### src/rtl/core/dwc_pkg.sv
// Shared types, constants and helper functions for the depth word codec.
`timescale 1ns / 1ps

package dwc_pkg;

    localparam int DEPTH_W = 18;
    localparam int WORD_W  = 16;
    localparam int MANT_W  = 11;
    localparam int EXP_W   = 3;
    localparam int HALF_W  = 16;
    localparam int CODE_W  = 4;

    localparam logic [DEPTH_W:0]  DEPTH_FULL     = 19'h40000;
    localparam logic [EXP_W-1:0]  EXP_MAX        = 3'd7;
    localparam logic [EXP_W-1:0]  EXP_NO_SHIFT   = 3'd6;
    localparam logic [WORD_W-1:0] SLOPE_SAT      = 16'h8000;
    localparam logic [CODE_W-1:0] SLOPE_SAT_CODE = 4'd15;
    localparam logic [WORD_W-1:0] SLOPE_ONE      = 16'd1;
    localparam logic [WORD_W-1:0] SLOPE_THREE    = 16'd3;

    typedef enum logic [1:0] {
        MODE_PACK   = 2'd0,
        MODE_UNPACK = 2'd1,
        MODE_SLOPE  = 2'd2
    } mode_t;

    // packed_word ends up in the low bits
    typedef struct packed {
        logic [CODE_W-1:0]  slope_code;
        logic [WORD_W-1:0]  slope_delta;
        logic [1:0]         delta_bits;
        logic [DEPTH_W-1:0] depth_out;
        logic [WORD_W-1:0]  packed_word;
    } result_t;

    // Mantissa shift for an exponent; the two top exponents share shift 0.
    function automatic logic [2:0] mant_shift(input logic [EXP_W-1:0] e);
        return (e < EXP_NO_SHIFT) ? (EXP_NO_SHIFT - e) : 3'd0;
    endfunction

    // Offset of each exponent band within the depth range.
    function automatic logic [DEPTH_W-1:0] unpack_base(input logic [EXP_W-1:0] e);
        logic [DEPTH_W:0] b;
        b = DEPTH_FULL - (DEPTH_FULL >> e);
        return b[DEPTH_W-1:0];
    endfunction

endpackage

### src/rtl/core/dwc_core.sv
// Combinational pack, unpack and slope normalization datapath.
`timescale 1ns / 1ps

module dwc_core (
    input  dwc_pkg::mode_t                 mode,
    input  logic [dwc_pkg::DEPTH_W-1:0]    depth,
    input  logic [3:0]                     delta_code,
    input  logic [dwc_pkg::WORD_W-1:0]     stored_word,
    input  logic [dwc_pkg::HALF_W-1:0]     slope_x_hi,
    input  logic [dwc_pkg::HALF_W-1:0]     slope_y_hi,
    output dwc_pkg::result_t               result
);

    logic                             run;
    logic [dwc_pkg::EXP_W-1:0]        p_exp;
    logic [2:0]                       p_shift;
    logic [dwc_pkg::DEPTH_W-1:0]      p_shifted;
    logic [dwc_pkg::WORD_W-1:0]       p_word;
    logic [dwc_pkg::EXP_W-1:0]        u_exp;
    logic [2:0]                       u_shift;
    logic [dwc_pkg::DEPTH_W-1:0]      u_mant;
    logic [dwc_pkg::DEPTH_W-1:0]      u_depth;
    logic [dwc_pkg::HALF_W-2:0]       fold_x;
    logic [dwc_pkg::HALF_W-2:0]       fold_y;
    logic [dwc_pkg::WORD_W-1:0]       s_sum;
    logic [3:0]                       s_pos;
    logic [dwc_pkg::WORD_W-1:0]       s_delta;
    logic [dwc_pkg::CODE_W-1:0]       s_code;

    // pack: exponent is the run of leading ones, at most 7
    always_comb begin
        run   = 1'b1;
        p_exp = '0;
        for (int i = 0; i < int'(dwc_pkg::EXP_MAX); i++) begin
            if (run && depth[dwc_pkg::DEPTH_W-1-i]) begin
                p_exp = p_exp + 3'd1;
            end else begin
                run = 1'b0;
            end
        end
        p_shift   = dwc_pkg::mant_shift(p_exp);
        p_shifted = depth >> p_shift;
        p_word    = {p_exp, p_shifted[dwc_pkg::MANT_W-1:0], delta_code[3:2]};
    end

    // unpack
    always_comb begin
        u_exp   = stored_word[15:13];
        u_shift = dwc_pkg::mant_shift(u_exp);
        u_mant  = {7'd0, stored_word[12:2]};
        u_depth = (u_mant << u_shift) + dwc_pkg::unpack_base(u_exp);
    end

    // slope: fold halves, sum, next power of two above it; 1 gives 3, saturates
    always_comb begin
        fold_x  = slope_x_hi[15] ? ~slope_x_hi[14:0] : slope_x_hi[14:0];
        fold_y  = slope_y_hi[15] ? ~slope_y_hi[14:0] : slope_y_hi[14:0];
        s_sum   = {1'b0, fold_x} + {1'b0, fold_y};
        s_pos   = '0;
        for (int i = 1; i < 14; i++) begin
            if (s_sum[i]) begin
                s_pos = 4'(i);
            end
        end
        if (s_sum[15] || s_sum[14]) begin
            s_delta = dwc_pkg::SLOPE_SAT;
            s_code  = dwc_pkg::SLOPE_SAT_CODE;
        end else if (s_sum == '0) begin
            s_delta = dwc_pkg::SLOPE_ONE;
            s_code  = 4'd0;
        end else if (s_sum == 16'd1) begin
            s_delta = dwc_pkg::SLOPE_THREE;
            s_code  = 4'd1;
        end else begin
            s_delta = dwc_pkg::SLOPE_ONE << (s_pos + 4'd1);
            s_code  = s_pos + 4'd1;
        end
    end

    always_comb begin
        result = '0;
        unique case (mode)
            dwc_pkg::MODE_PACK: begin
                result.packed_word = p_word;
            end
            dwc_pkg::MODE_UNPACK: begin
                result.depth_out  = u_depth;
                result.delta_bits = stored_word[1:0];
            end
            dwc_pkg::MODE_SLOPE: begin
                result.slope_delta = s_delta;
                result.slope_code  = s_code;
            end
            default: begin
                result = '0;
            end
        endcase
    end

endmodule

### src/rtl/core/depth_word_codec_unit.sv
// Top level of the depth word codec: input register, datapath, result register.
`timescale 1ns / 1ps

// Converts one transaction per clock: packs an 18-bit depth into a 16-bit
// exponent/mantissa word (tuser = 0), unpacks a stored word to depth and delta
// bits (tuser = 1), or normalizes a depth slope to a power of two and its log2
// (tuser = 2; a sum of one gives 3 and code 1); tuser = 3 gives an all-zero
// result. The input register and the result register sit around a single
// combinational pass. Full throughput of one transaction per cycle is held
// while m_axis_tready stays high; a stalled result holds in the output
// register while one more transaction is taken. Fields the selected mode does
// not produce read as zero.

module depth_word_codec_unit (
    input  logic         aclk,
    input  logic         aresetn,
    input  logic         s_axis_tvalid,
    output logic         s_axis_tready,
    // depth[17:0], delta_code[21:18], stored_word[37:22], slope_x[69:38],
    // slope_y[101:70], zero[103:102]
    input  logic [103:0] s_axis_tdata,
    // mode[1:0]
    input  logic [1:0]   s_axis_tuser,
    output logic         m_axis_tvalid,
    input  logic         m_axis_tready,
    // packed_word[15:0], depth_out[33:16], delta_bits[35:34],
    // slope_delta[51:36], slope_code[55:52]
    output logic [55:0]  m_axis_tdata
);

    logic                              in_valid_reg, in_valid_next;
    dwc_pkg::mode_t                    mode_reg;
    logic [dwc_pkg::DEPTH_W-1:0]       depth_reg;
    logic [3:0]                        delta_code_reg;
    logic [dwc_pkg::WORD_W-1:0]        stored_word_reg;
    logic [dwc_pkg::HALF_W-1:0]        slope_x_hi_reg;
    logic [dwc_pkg::HALF_W-1:0]        slope_y_hi_reg;
    logic                              out_valid_reg, out_valid_next;
    dwc_pkg::result_t                  out_reg;
    dwc_pkg::result_t                  result;
    logic                              s_accept;
    logic                              out_advance;

    assign out_advance   = !out_valid_reg || m_axis_tready;
    assign s_axis_tready = !in_valid_reg || out_advance;
    assign s_accept      = s_axis_tvalid && s_axis_tready;

    always_comb begin
        in_valid_next = in_valid_reg;
        if (s_accept) begin
            in_valid_next = 1'b1;
        end else if (out_advance) begin
            in_valid_next = 1'b0;
        end
        out_valid_next = out_advance ? in_valid_reg : out_valid_reg;
    end

    always_ff @(posedge aclk) begin
        if (!aresetn) begin
            in_valid_reg  <= 1'b0;
            out_valid_reg <= 1'b0;
        end else begin
            in_valid_reg  <= in_valid_next;
            out_valid_reg <= out_valid_next;
        end
    end

    always_ff @(posedge aclk) begin
        if (s_accept) begin
            mode_reg        <= dwc_pkg::mode_t'(s_axis_tuser);
            depth_reg       <= s_axis_tdata[17:0];
            delta_code_reg  <= s_axis_tdata[21:18];
            stored_word_reg <= s_axis_tdata[37:22];
            slope_x_hi_reg  <= s_axis_tdata[69:54];
            slope_y_hi_reg  <= s_axis_tdata[101:86];
        end
        if (out_advance && in_valid_reg) begin
            out_reg <= result;
        end
    end

    dwc_core u_core (
        .mode        (mode_reg),
        .depth       (depth_reg),
        .delta_code  (delta_code_reg),
        .stored_word (stored_word_reg),
        .slope_x_hi  (slope_x_hi_reg),
        .slope_y_hi  (slope_y_hi_reg),
        .result      (result)
    );

    assign m_axis_tvalid = out_valid_reg;
    assign m_axis_tdata  = out_reg;

endmodule

### config.mk
export PLATFORM = sky130hd
export DESIGN_NAME = depth_word_codec_unit
export DESIGN_NICKNAME = d
export VERILOG_FILES = /design/src/rtl/core/dwc_pkg.sv /design/src/rtl/core/dwc_core.sv /design/src/rtl/core/depth_word_codec_unit.sv
export SDC_FILE = /design/constraint.sdc
export NUM_CORES = 1
export LEC_CHECK = 0
export BUFFER_PORTS_ARGS = -buffer_cell sky130_fd_sc_hd__buf_2
export CORE_MARGIN = 3
export CORE_UTILIZATION = 25
export CTS_CLUSTER_SIZE = 10
export DETAILED_ROUTE_END_ITERATION = 16
export SETUP_SLACK_MARGIN = 0.15
export SKIP_LAST_GASP = 1
export SLEW_MARGIN = 5
export SYNTH_ARGS = -nofsm -noshare
export SYNTH_HDL_FRONTEND = slang
export SYNTH_SLANG_ARGS = --single-unit
### constraint.sdc
create_clock -name aclk -period 11.1 [get_ports aclk]
set_input_delay 3.33 -clock aclk [delete_from_list [all_inputs] [get_ports aclk]]
set_output_delay 3.33 -clock aclk [all_outputs]
set_load 0.05 [all_outputs]
# Word level (Yosys, flattened, before mapping)

Index checks and enable logic that the tools add are counted.

Add/subtract/negate cells: 12
$lt $le $gt $ge: 2
Eq/ne operators: 3
Shift operators: 4
Multiplexer cells: 38
Bitwise gates (word level): 3
Reduce and logical (&&, ||, !) cells: 19

Operators by type and width:

| cell                                                 | number |
|---|---|
| two-way mux 16 bit                                   | 3 |
| two-way mux 3 bit                                    | 12 |
| two-way mux 4 bit                                    | 9 |
| two-way mux 15 bit                                   | 2 |
| inverter 15 bit                                      | 2 |
| right shift 19 x 3 -> 18 bit, first input constant   | 1 |
| adder 18 bit                                         | 1 |
| left shift 11 x 3 -> 18 bit                          | 1 |
| right shift 18 x 3 -> 11 bit                         | 1 |
| subtractor 1 x 18 -> 18 bit, first input constant    | 1 |
| adder 15 x 15 -> 16 bit                              | 1 |
| equality test 16 x 1 -> 1 bit, second input constant | 1 |
| zero test 16 bit                                     | 1 |
| left shift 1 x 4 -> 16 bit, first input constant     | 1 |
| adder 3 x 1 -> 3 bit, second input constant          | 5 |
| two-way mux 1 bit                                    | 10 |
| logical AND 1 bit                                    | 8 |
| < comparator 3 bit, second input constant            | 2 |
| subtractor 3 bit, first input constant               | 2 |
| adder 4 x 1 -> 4 bit, second input constant          | 1 |
| two-way mux 2 bit                                    | 2 |
| OR reduction 4 bit                                   | 1 |
| logical OR 1 bit                                     | 3 |
| OR reduction 3 bit                                   | 1 |
| other kinds (8)                                      | 9 |

Flip-flop bits (word level): 130
Input bits: 110
Output and inout bits: 58
Logic and storage cells: 97

# Depth between registers and ports, before layout

Gate-level depths: netlist (run 1).

Depth after elaboration: 21
Mapped depth: 24
Mapped depth without buffers: 23

# Cells and area by module

From an unflattened synthesis (run 1), not the netlist that was laid out.

Cells, all modules: 609
Area, all modules: 7,315.8 sq um

Modules (own cells, without submodules):

| module                | instances | cells an instance | area each (sq um) | sequential area each (sq um) |
|---|---|---|---|---|
| depth_word_codec_unit | 1         | 137               | 3,947.5           | 3,883.7 |
| dwc_core              | 1         | 472               | 3,368.2           | 0.0 |

# Least setup slack after synthesis (run 1)

Ideal clock, no wire load.

Kind: input port to output port
Start point: input m_axis_tready
End point: output s_axis_tready
Arrival time: 3,854 ps
Required time: 7,770 ps
Path slack: 3,916 ps
Stages: 2
Path buffers: 0
Path through: nor2b_1 nand2_1

Longest elaborated chain between the ends: 2

Ends and longest elaborated chain:

| what               | RTL line                    | text |
|---|---|---|
| start: declaration | depth_word_codec_unit.sv:25 | `input logic m_axis_tready,` |
| logical OR 1 bit   | depth_word_codec_unit.sv:44 | `assign out_advance = !out_valid_reg \|\| m_axis_tready;` |
| logical OR 1 bit   | depth_word_codec_unit.sv:45 | `assign s_axis_tready = !in_valid_reg \|\| out_advance;` |
| end: declaration   | depth_word_codec_unit.sv:18 | `output logic s_axis_tready,` |

No other way between the ends.

# Worst setup path after layout (run 1)

Same ends and word-level chain as after synthesis.

==> results of run 1 <==
==> synthesized netlist by cell type, drive strengths merged, types with 5 or more instances <==
cell / n / area [um^2]
a211o: 7 / 61.3
a211oi: 7 / 57.6
a21boi: 5 / 37.5
a21o: 6 / 45.0
a21oi: 37 / 204
a2bb2oi: 5 / 43.8
a31oi: 8 / 50.1
a32o: 5 / 50.1
and2: 15 / 93.8
and3: 10 / 62.6
buf: 9 / 56.3
clkbuf: 20 / 75.1
edfxtp: 126 / 3780
ha: 37 / 463
inv: 27 / 101
mux2: 6 / 67.6
mux2i: 24 / 240
nand2: 40 / 150
nand2b: 13 / 81.3
nand3: 9 / 45.0
nor2: 42 / 158
nor2b: 10 / 62.6
nor3: 15 / 75.1
nor4: 15 / 138
o211ai: 5 / 37.5
o21a: 7 / 52.6
o21ai: 30 / 154
o22ai: 9 / 56.3
or3: 5 / 31.3
xnor2: 9 / 78.8
xor2: 34 / 298
==> power by group <==
| part | internal (mW) | total (mW) | switching (mW) | leakage [nW] |
|---|---|---|---|---|
| Combinational | 0.154 | 0.437 | 0.283 | 2.02 |
| Clock | 0.353 | 0.577 | 0.225 | 0.285 |
| Sequential | 0.566 | 0.583 | 0.0172 | 1.21 |
| Total | 1.07 | 1.60 | 0.525 | 3.52 |
==> cell type report <==
| type | count | area [um^2] |
|---|---|---|
| clock buffer | 18 | 429 |
| inverter | 27 | 101 |
| fill | 2989 | 20000 |
| tap | 384 | 480 |
| sequential | 128 | 3820 |
| multi-input combinational | 473 | 3470 |
| timing repair buffer | 134 | 678 |
| clock inverter | 14 | 166 |
==> critical path: cells and delay by family <==
kind,cells,cell delay [ns]
simple gates,2,0.41
buf+inv,2,0.31
==> metrics by stage <==
stage               setup WS (ns)  instances  cell area [um^2]  util, %  power [mW]
floorplan                    3.92        657              7510        -       0.932
global placement             3.70       1146              8550     29.3        1.02
detailed placement           3.71       1146              8550     29.3        1.03
CTS                          3.70       1178              9150     31.4        1.62
global route                 3.64       1178              9150     31.4        1.69
finish                       3.71       1178              9150     31.4        1.60
==> worst max-delay path by stage <==
| stage | start | endpoint | slack, ns | depth (start not counted) |
|---|---|---|---|---|
| final | m_axis_tready | s_axis_tready | 3.71 | 4 |
| after global routing | m_axis_tready | s_axis_tready | 3.64 | 4 |
| after CTS | m_axis_tready | s_axis_tready | 3.70 | 4 |
| after detailed placement | m_axis_tready | s_axis_tready | 3.71 | 4 |
| after global placement | m_axis_tready | s_axis_tready | 3.70 | 4 |
| after floorplan | m_axis_tready | s_axis_tready | 3.92 | 2 |
==> kinds of logic (layout without fill, tap and decap cells) <==
group | Yosys count | count (layout)
DFF | 128 | 128
AOI/OAI and AO/OA | 169 | 169
buffers and inverters | 56 | 193
adders and majority gates | 38 | 38
and+or+nand+nor | 193 | 193
muxes | 30 | 30
xor gates and xnor gates | 43 | 43
==> cells in the final DEF (no fill, tap or decap), drive strengths merged, types with 8 or more instances in the layout <==
master / Yosys / routed
buf: 9 / 134
edfxtp: 126 / 126
nor2: 42 / 42
nand2: 40 / 40
ha: 37 / 37
a21oi: 37 / 37
xor2: 34 / 34
o21ai: 30 / 30
inv: 27 / 28
mux2i: 24 / 24
clkbuf: 20 / 18
nor3: 15 / 15
and2: 15 / 15
nor4: 15 / 15
nand2b: 13 / 13
and3: 10 / 10
nor2b: 10 / 10
o22ai: 9 / 9
xnor2: 9 / 9
nand3: 9 / 9
a31oi: 8 / 8
clkinv: 0 / 8
==> metal layers <==
metal	global-route usage (%)	up-vias	share of wire [%]
met5	0	-	0
met4	4.83	0	1.9
met2	16.7	139	44
met3	2.53	18	5.0
li1	-	2750	-
met1	15.9	2586	49
==> results.py, run 1 <==
metrics = {
    "worst_hold_path": {
        "hold_path.class": "flip-flop to flip-flop",
        "min_delay_path_depth": 1,
        "worstHoldEndpoint": "m_axis_tdata[0]$_SDFFCE_PP0P_",
        "min_from": "delta_code_reg[2]$_DFFE_PP_",
    },
    "cells_and_area": {
        "post_route_cells_drive_above_1_share_pct": 24.3,
        "design.final.nets": 929,
        "max_reg_flops": 56,
        "layout-area-overhead-vs-synth_pct": 21.7,
        "insertedDiodeCount": 0,
    },
    "logic_synthesis": {
        "ys_seq_elements": 128,
        "yosys.area_share.simple_pct": 14.1,
        "largest_family_of_logic_cells_by_synthesized_area": "compound AO/OA/AOI/OAI gates",
        "yosys-mux-area-fraction_pct": 4.10,
        "average_instance_area_after_synthesis_um2": 11.4,
        "synth-warning-count": 0,
        "synth-compound-area-share_pct": 16.4,
        "synth_adder_area_share_pct": 6.43,
        "post_synth_num_cell_types": 77,
        "synth.net_count": 805,
        "synthFlopType": "sky130_fd_sc_hd__edfxtp_1",
        "ys_seq_area_share_pct": 50.9,
        "synthCells": 657,
        "number_of_synthesized_flops_with_an_enable_pin": 126,
        "synth.cell_area_um2": 7510,
        "post_synth_xor_area_fraction_pct": 5.01,
        "asyncSetResetFlopFracSynth_pct": 0,
    },
    "route": {
        "routed_length_per_instance_um": 15.2,
        "drt_pre_antenna_iters": 4,
        "vias_per_cell": 4.66,
        "drc": 0,
        "ant_nets": 0,
        "detailroute.via_count": 5493,
        "postRouteWirelength_mm": 17.9,
        "drt_iter0_drc": 356,
    },
    "clock_network": {
        "holdBufCountCts": 0,
        "cts.repair_timing.setup_buffer_count": 0,
        "post_cts_resized": 0,
        "cts_buffer_depth": 2,
        "clkTransAtPathRegs_ns": 0.06,
        "cts_sinks": 128,
        "tritoncts_clock_tree": "built",
        "cts-htree-levels": 4,
        "ctsRootBufferMaster": "sky130_fd_sc_hd__clkbuf_16",
        "numCtsBuffers": 17,
        "worstSkewPairLatency_ns": 0.43,
    },
    "sta": {
        "worst_slew_pin_slew_ns": 1.14,
        "finClkSkew_ns": 0.0128,
        "final.setup.tns_ns": 0,
        "timing_hold_violations_final": 0,
        "slew_headroom_pct": 23.2,
        "timing.hold.ws_ns": 0.515,
        "period_share_pct": 66.6,
        "fmaxAchievable_mhz": 135,
        "timing.final.setup_violations": 0,
        "grt_setup_unrepaired": "false",
        "minimum_clock_period_ns": 7.39,
        "final-max-slew-violation-count": 0,
    },
    "worst_setup_path": {
        "ff2ff_path_depth": 23,
        "critical_path.startpoint_type": "input pin",
        "timing_worst_setup_path_type": "input pin to primary output",
        "timing.rr.end": "m_axis_tdata[6]$_SDFFCE_PP0P_",
        "r2r_start": "depth_reg[16]$_DFFE_PP_",
        "setup.reg_to_reg.worst_slack_ns": 5.74,
        "timing.critical_path.cells": "buf_2 -> nor2b_1 -> nand2_1 -> buf_2",
        "cpMaxStageDelayCell": "sky130_fd_sc_hd__nor2b_1",
        "end_kind": "primary output",
        "timing.critical_path.fanout_max": 4,
        "cp_data_required_time_ns": 7.77,
        "critical_path.most_common_cell": "sky130_fd_sc_hd__buf_2",
        "worst-endpoint-arrival_ns": 4.06,
        "critPathMaxStageDelay_ns": 0.30,
    },
    "placed_design": {
        "post-dp-hpwl_mm": 13.3,
        "routabilityCongestion": 0.825,
        "portBuffers": 131,
    },
    "grt": {
        "grt_start_max_net_pins": 71,
        "vias_in_the_first_global_route": 5290,
        "global_route.overflow_total": 0,
        "grt_usage_pct": 11.3,
        "grt_antenna_before_repair": 0,
        "global_route_wire_length_before_repair_mm": 28.3,
    },
    "power": {
        "p_leak_nw": 3.52,
        "power_per_cell_area_nw_per_um2": 175,
        "worst_ir_drop_vdd_v": 0.0000726,
    },
    "floorplan": {
        "die_area_um2": 32200,
        "chipHeight_um": 179,
        "fp.coreArea_um2": 29200,
        "num_io_pins": 168,
        "fp.dieW_um": 179,
        "floorplan.initialDensity_pct": 25.8,
        "num_rows": 62,
    },
    "job": {
        "maxCapViolations": 0,
    },
    "status": {
        "outcome": "complete, no violations",
    },
}
Note: power is estimated with default switching activity, not from simulation.
==> inputs of run 2 (changes only) <==
clock period = 6.7 ns   (was 11.1 ns; I/O delays follow)
==> results.py, run 2 (synthesis results as in run 1) <==
metrics = {
    "clock_network": {
        "cts_buffer_depth": 2,
        "tritoncts_clock_tree": "built",
        "clkTransAtPathRegs_ns": 0.07,
        "cts.repair_timing.setup_buffer_count": 0,
        "numCtsBuffers": 17,
        "worstSkewPairLatency_ns": 0.42,
        "ctsRootBufferMaster": "sky130_fd_sc_hd__clkbuf_16",
        "holdBufCountCts": 0,
        "post_cts_resized": 0,
        "cts_sinks": 128,
        "cts-htree-levels": 4,
    },
    "power": {
        "cell_internal_pwr_mw": 1.74,
        "power_per_cell_area_nw_per_um2": 285,
        "power_switching_share_pct": 33.0,
        "totalPowerFinal_mw": 2.60,
        "p_comb_share_pct": 27.8,
        "switching_power_mw": 0.858,
        "worst_ir_drop_vdd_v": 0.000109,
        "p_leak_nw": 3.51,
        "share_seq_of_total_power_pct": 37.2,
        "clockPowerShare_pct": 35.1,
    },
    "route": {
        "drc": 0,
        "vias_per_cell": 4.70,
        "ant_nets": 0,
        "drt_pre_antenna_iters": 5,
        "routed_length_per_instance_um": 15.1,
        "drt_iter0_drc": 321,
        "postRouteWirelength_mm": 17.8,
        "detailroute.via_count": 5540,
    },
    "sta": {
        "finClkSkew_ns": 0.0131,
        "minimum_clock_period_ns": 5.35,
        "final.setup.tns_ns": 0,
        "grt_setup_unrepaired": "false",
        "slew_headroom_pct": 21.9,
        "period_share_pct": 79.8,
        "fmaxAchievable_mhz": 187,
        "worst_slew_pin_slew_ns": 1.16,
        "timing.final.setup_violations": 0,
        "setup_ws_ns": 1.35,
        "timing_hold_violations_final": 0,
        "final-max-slew-violation-count": 0,
    },
    "cells_and_area": {
        "most_frequent_standard_cell_in_the_layout_excluding_fill_and_tap_cells": "sky130_fd_sc_hd__buf_2",
        "ff_latch_area_um2": 3820,
        "fillers": 3042,
        "finish.cell_count_without_fillers": 1179,
        "post_route_cells_drive_above_1_share_pct": 24.4,
        "layout-area-overhead-vs-synth_pct": 21.4,
        "mostFrequentLayoutCells": "131 x sky130_fd_sc_hd__buf_2, 126 x sky130_fd_sc_hd__edfxtp_1, 42 x sky130_fd_sc_hd__nor2_1",
        "design.final.nets": 929,
        "max_reg_flops": 56,
        "utilization_pct": 31.3,
        "multiInputGateArea_um2": 3470,
    },
    "placed_design": {
        "portBuffers": 131,
        "routabilityCongestion": 0.834,
        "place_inst": 1146,
        "pre_cts_ws_ns": 1.42,
        "post-dp-hpwl_mm": 13.2,
    },
    "grt": {
        "vias_in_the_first_global_route": 5258,
        "grt_usage_pct": 11.0,
        "global_route_wire_length_before_repair_mm": 27.7,
        "grt_antenna_before_repair": 3,
        "grt_start_max_net_pins": 71,
        "global_route.overflow_total": 0,
    },
    "worst_setup_path": {
        "worst-endpoint-arrival_ns": 5.51,
        "cp_data_required_time_ns": 6.86,
        "timing_worst_setup_path_type": "flip-flop to flip-flop",
        "critical_path.startpoint_type": "flip-flop",
        "timing.critical_path.fanout_max": 22,
        "end_kind": "flip-flop",
    },
    "floorplan": {
        "die_area_um2": 32200,
        "fp.coreArea_um2": 29200,
        "fp.dieW_um": 179,
        "num_io_pins": 168,
        "num_rows": 62,
        "chipHeight_um": 179,
        "floorplan.initialDensity_pct": 25.8,
    },
    "job": {
        "maxCapViolations": 0,
    },
    "status": {
        "outcome": "complete, no violations",
    },
    "worst_hold_path": {
        "hold_path.class": "flip-flop to flip-flop",
    },
}
-- run 2: cell types whose count changed in the layout (fill, tap and decap cells not counted) --
| cell | change |
|---|---|
| sky130_fd_sc_hd__clkinv_2 | +2 |
| sky130_fd_sc_hd__diode_2 | +1 |
| sky130_fd_sc_hd__clkinv_1 | -2 |
| sky130_fd_sc_hd__clkbuf_1 | +1 |
| sky130_fd_sc_hd__bufinv_16 | -1 |
-- run 2: critical path, cell delays in order (launching register included) --
cell and delay, ns:
sky130_fd_sc_hd__edfxtp_1 0.47, sky130_fd_sc_hd__nand2_1 0.20, sky130_fd_sc_hd__inv_1 0.07, sky130_fd_sc_hd__ha_1 0.32
sky130_fd_sc_hd__nor2_1 0.11, sky130_fd_sc_hd__nor2_1 0.05, sky130_fd_sc_hd__ha_1 0.29, sky130_fd_sc_hd__nand2_1 0.05
sky130_fd_sc_hd__a21oi_1 0.15, sky130_fd_sc_hd__ha_1 0.26, sky130_fd_sc_hd__nor2b_1 0.10, sky130_fd_sc_hd__o21ai_0 0.07
sky130_fd_sc_hd__o21ai_0 0.10, sky130_fd_sc_hd__a31oi_1 0.12, sky130_fd_sc_hd__ha_1 0.30, sky130_fd_sc_hd__mux2i_1 0.06
sky130_fd_sc_hd__a211o_1 0.30, sky130_fd_sc_hd__a21oi_1 0.34, sky130_fd_sc_hd__ha_1 0.55, sky130_fd_sc_hd__or2_2 0.48
sky130_fd_sc_hd__nor2_1 0.10, sky130_fd_sc_hd__a21oi_1 0.05, sky130_fd_sc_hd__o22ai_1 0.20, sky130_fd_sc_hd__a2bb2o_1 0.32
-- run 2: cell type report --
type / count / share of cell area (%)
Sequential cell: 128 / 41.9
Multi-Input combinational cell: 473 / 38.0
Antenna cell: 1 / 0.0274
Inverter: 27 / 1.11
Clock buffer: 19 / 4.74
Tap cell: 384 / 5.27
Timing Repair Buffer: 134 / 7.43
Clock inverter: 13 / 1.52
-- run 2: power groups by stage --
stage	registers [mW]	clock network [mW]	logic, mW
final	0.966	0.911	0.721
after detailed placement	0.983	0	0.717
after floorplan	1.05	0	0.498
after global routing	0.971	0.975	0.797
after global placement	0.983	0	0.706
after CTS	0.967	0.940	0.720
-- run 2: through the flow --
stage	hold slack, ns	instance area, um^2
floorplan	0.477	7510
global placement	0.502	8550
detailed placement	0.507	8550
CTS	0.524	9120
global route	0.530	9130
finish	0.517	9130
-- run 2: worst paths after layout --
check	from	end	slack, ns	cells after the start
setup reg to reg	depth_reg[16]$_DFFE_PP_	m_axis_tdata[6]$_SDFFCE_PP0P_	1.35	23
hold reg to reg	delta_code_reg[2]$_DFFE_PP_	m_axis_tdata[0]$_SDFFCE_PP0P_	0.52	1
setup / recovery	depth_reg[16]$_DFFE_PP_	m_axis_tdata[6]$_SDFFCE_PP0P_	1.35	23
hold / removal	delta_code_reg[2]$_DFFE_PP_	m_axis_tdata[0]$_SDFFCE_PP0P_	0.52	1
-- run 2: routing by layer --
metal / track usage, % / part of all wire, % / up-vias
met5: 0 / 0.19 / -
met4: 4.06 / 1.9 / 4
met3: 3.14 / 6.2 / 24
met2: 16.4 / 44 / 154
met1: 15.1 / 48 / 2610
li1: - / - / 2748
==> inputs of run 3 (changes only) <==
clock period = 4.68 ns   (was 6.7 ns; I/O delays follow)
==> results.py, run 3 (synthesis results as in run 1) <==
metrics = {
    "floorplan": {
        "num_rows": 62,
        "floorplan.initialDensity_pct": 25.8,
        "fp.coreArea_um2": 29200,
        "num_io_pins": 168,
        "chipHeight_um": 179,
        "fp.dieW_um": 179,
        "die_area_um2": 32200,
    },
    "clock_network": {
        "cts_buffer_depth": 2,
        "numCtsBuffers": 17,
        "tritoncts_clock_tree": "built",
        "clkTransAtPathRegs_ns": 0.06,
        "cts-htree-levels": 4,
        "holdBufCountCts": 0,
        "cts_sinks": 128,
        "worstSkewPairLatency_ns": 0.43,
        "ctsRootBufferMaster": "sky130_fd_sc_hd__clkbuf_16",
    },
    "placed_design": {
        "routabilityCongestion": 0.831,
        "post-dp-hpwl_mm": 13.5,
        "portBuffers": 131,
        "place_inst": 1170,
        "postPlaceCellArea_um2": 8750,
        "pre_cts_ws_ns": -0.0947,
    },
    "worst_setup_path": {
        "timing_worst_setup_path_type": "flip-flop to flip-flop",
        "cp_data_required_time_ns": 4.86,
        "end_kind": "flip-flop",
        "timing.critical_path.fanout_max": 8,
        "critical_path.startpoint_type": "flip-flop",
        "worst-endpoint-arrival_ns": 4.85,
    },
    "sta": {
        "worst_slew_pin_slew_ns": 1.13,
        "period_share_pct": 100,
        "setup_ws_ns": 0.00188,
        "timing.hold.ws_ns": 0.520,
        "fmaxAchievable_mhz": 214,
        "finClkSkew_ns": 0.0132,
        "minimum_clock_period_ns": 4.68,
        "final-max-slew-violation-count": 0,
        "timing_hold_violations_final": 0,
        "grt_setup_unrepaired": "true",
        "slew_headroom_pct": 23.6,
        "timing.final.setup_violations": 0,
    },
    "status": {
        "outcome": "complete, no violations",
    },
    "cells_and_area": {
        "finish.cell_count_without_fillers": 1227,
        "design.final.nets": 979,
        "fillers": 2951,
        "mostFrequentLayoutCells": "131 x sky130_fd_sc_hd__buf_2, 126 x sky130_fd_sc_hd__edfxtp_1, 44 x sky130_fd_sc_hd__buf_4",
        "insertedDiodeCount": 0,
        "ff_latch_area_um2": 3820,
        "layout.cell_area.non_filler_um2": 9870,
        "most_frequent_standard_cell_in_the_layout_excluding_fill_and_tap_cells": "sky130_fd_sc_hd__buf_2",
        "multiInputGateArea_um2": 3790,
        "post_route_cells_drive_above_1_share_pct": 35.0,
        "utilization_pct": 33.8,
        "max_reg_flops": 56,
        "layout-area-overhead-vs-synth_pct": 31.4,
    },
    "route": {
        "ant_nets": 0,
        "postRouteWirelength_mm": 19.2,
        "drt_pre_antenna_iters": 7,
        "vias_per_cell": 4.72,
        "drc": 0,
        "detailroute.via_count": 5788,
        "routed_length_per_instance_um": 15.7,
        "drt_iter0_drc": 305,
    },
    "grt": {
        "global_route.overflow_total": 0,
        "vias_in_the_first_global_route": 5490,
        "global_route_wire_length_before_repair_mm": 29.7,
        "grt_start_max_net_pins": 71,
        "grt_usage_pct": 11.8,
        "grt_antenna_before_repair": 3,
    },
    "job": {
        "maxCapViolations": 0,
    },
    "power": {
        "power_per_cell_area_nw_per_um2": 397,
        "worst_ir_drop_vdd_v": 0.000203,
        "p_leak_nw": 3.80,
        "cell_internal_pwr_mw": 2.62,
        "power_switching_share_pct": 33.0,
        "p_comb_share_pct": 30.1,
        "share_seq_of_total_power_pct": 35.2,
        "switching_power_mw": 1.29,
        "clockPowerShare_pct": 34.7,
    },
    "worst_hold_path": {
        "hold_path.class": "flip-flop to flip-flop",
    },
}
run 3: cell type report:
| type | count | area share [%] |
|---|---|---|
| clock buffer | 18 | 4.35 |
| clock inverter | 13 | 1.47 |
| inverter | 27 | 1.03 |
| multi-input combinational | 473 | 38.4 |
| sequential | 128 | 38.7 |
| tap | 384 | 4.87 |
| timing repair buffer | 184 | 11.1 |
run 3: worst max-delay path, stage by stage, from the launching register on:
cell                       delay (ns)
sky130_fd_sc_hd__edfxtp_1        0.45
sky130_fd_sc_hd__nand2_2         0.09
sky130_fd_sc_hd__buf_6           0.13
sky130_fd_sc_hd__buf_6           0.10
sky130_fd_sc_hd__buf_6           0.10
sky130_fd_sc_hd__buf_6           0.11
sky130_fd_sc_hd__nor2_4          0.13
sky130_fd_sc_hd__ha_4            0.22
sky130_fd_sc_hd__nand2_2         0.06
sky130_fd_sc_hd__a21oi_2         0.06
sky130_fd_sc_hd__ha_1            0.30
sky130_fd_sc_hd__nor2b_1         0.05
sky130_fd_sc_hd__o21ai_1         0.11
sky130_fd_sc_hd__o21ai_1         0.08
sky130_fd_sc_hd__a31oi_1         0.22
sky130_fd_sc_hd__ha_2            0.22
sky130_fd_sc_hd__and3b_1         0.18
sky130_fd_sc_hd__o21ai_2         0.07
sky130_fd_sc_hd__xor2_1          0.19
sky130_fd_sc_hd__or4b_4          0.58
sky130_fd_sc_hd__a21oi_4         0.28
sky130_fd_sc_hd__buf_6           0.15
sky130_fd_sc_hd__a21oi_4         0.06
sky130_fd_sc_hd__o22ai_4         0.24
sky130_fd_sc_hd__a2bb2o_4        0.23
run 3: power by group through the flow:
stage | combinational [mW] | sequential, mW | clock (mW)
after floorplan | 0.714 | 1.50 | 0
after global placement | 1.05 | 1.40 | 0
after detailed placement | 1.07 | 1.40 | 0
after CTS | 1.11 | 1.38 | 1.39
after global routing | 1.30 | 1.39 | 1.44
final | 1.18 | 1.38 | 1.36
run 3: path summary, 6_finish.rpt:
kind                            depth (start not counted)  slack [ns]                             to                         from
worst max register to register                         24       0.002  m_axis_tdata[6]$_SDFFCE_PP0P_      depth_reg[16]$_DFFE_PP_
worst min register to register                          1        0.52  m_axis_tdata[0]$_SDFFCE_PP0P_  delta_code_reg[2]$_DFFE_PP_
worst min-delay path                                    1        0.52  m_axis_tdata[0]$_SDFFCE_PP0P_  delta_code_reg[2]$_DFFE_PP_
worst max-delay path                                   24       0.002  m_axis_tdata[6]$_SDFFCE_PP0P_      depth_reg[16]$_DFFE_PP_
run 3: stage by stage:
stage / power [mW] / setup TNS, ns
floorplan: 2.21 / 0
global placement: 2.45 / -0.0143
detailed placement: 2.47 / -0.387
CTS: 3.88 / 0
global route: 4.13 / -1.28
finish: 3.92 / 0
run 3: timing repair:
action                     in CTS  in global routing
setup buffers                  18                  8
setup endpoints to repair      26                 27
gates resized for setup        34                 47
pin swaps                      12                 27
cloned                          0                  0
run 3: routing by layer:
layer	up-vias	GRT usage, %	part of all wire (%)
met5	-	0	0.11
met4	4	3.74	1.4
met3	22	2.78	5.1
met2	153	18.1	46
met1	2766	16.5	47
li1	2843	-	-
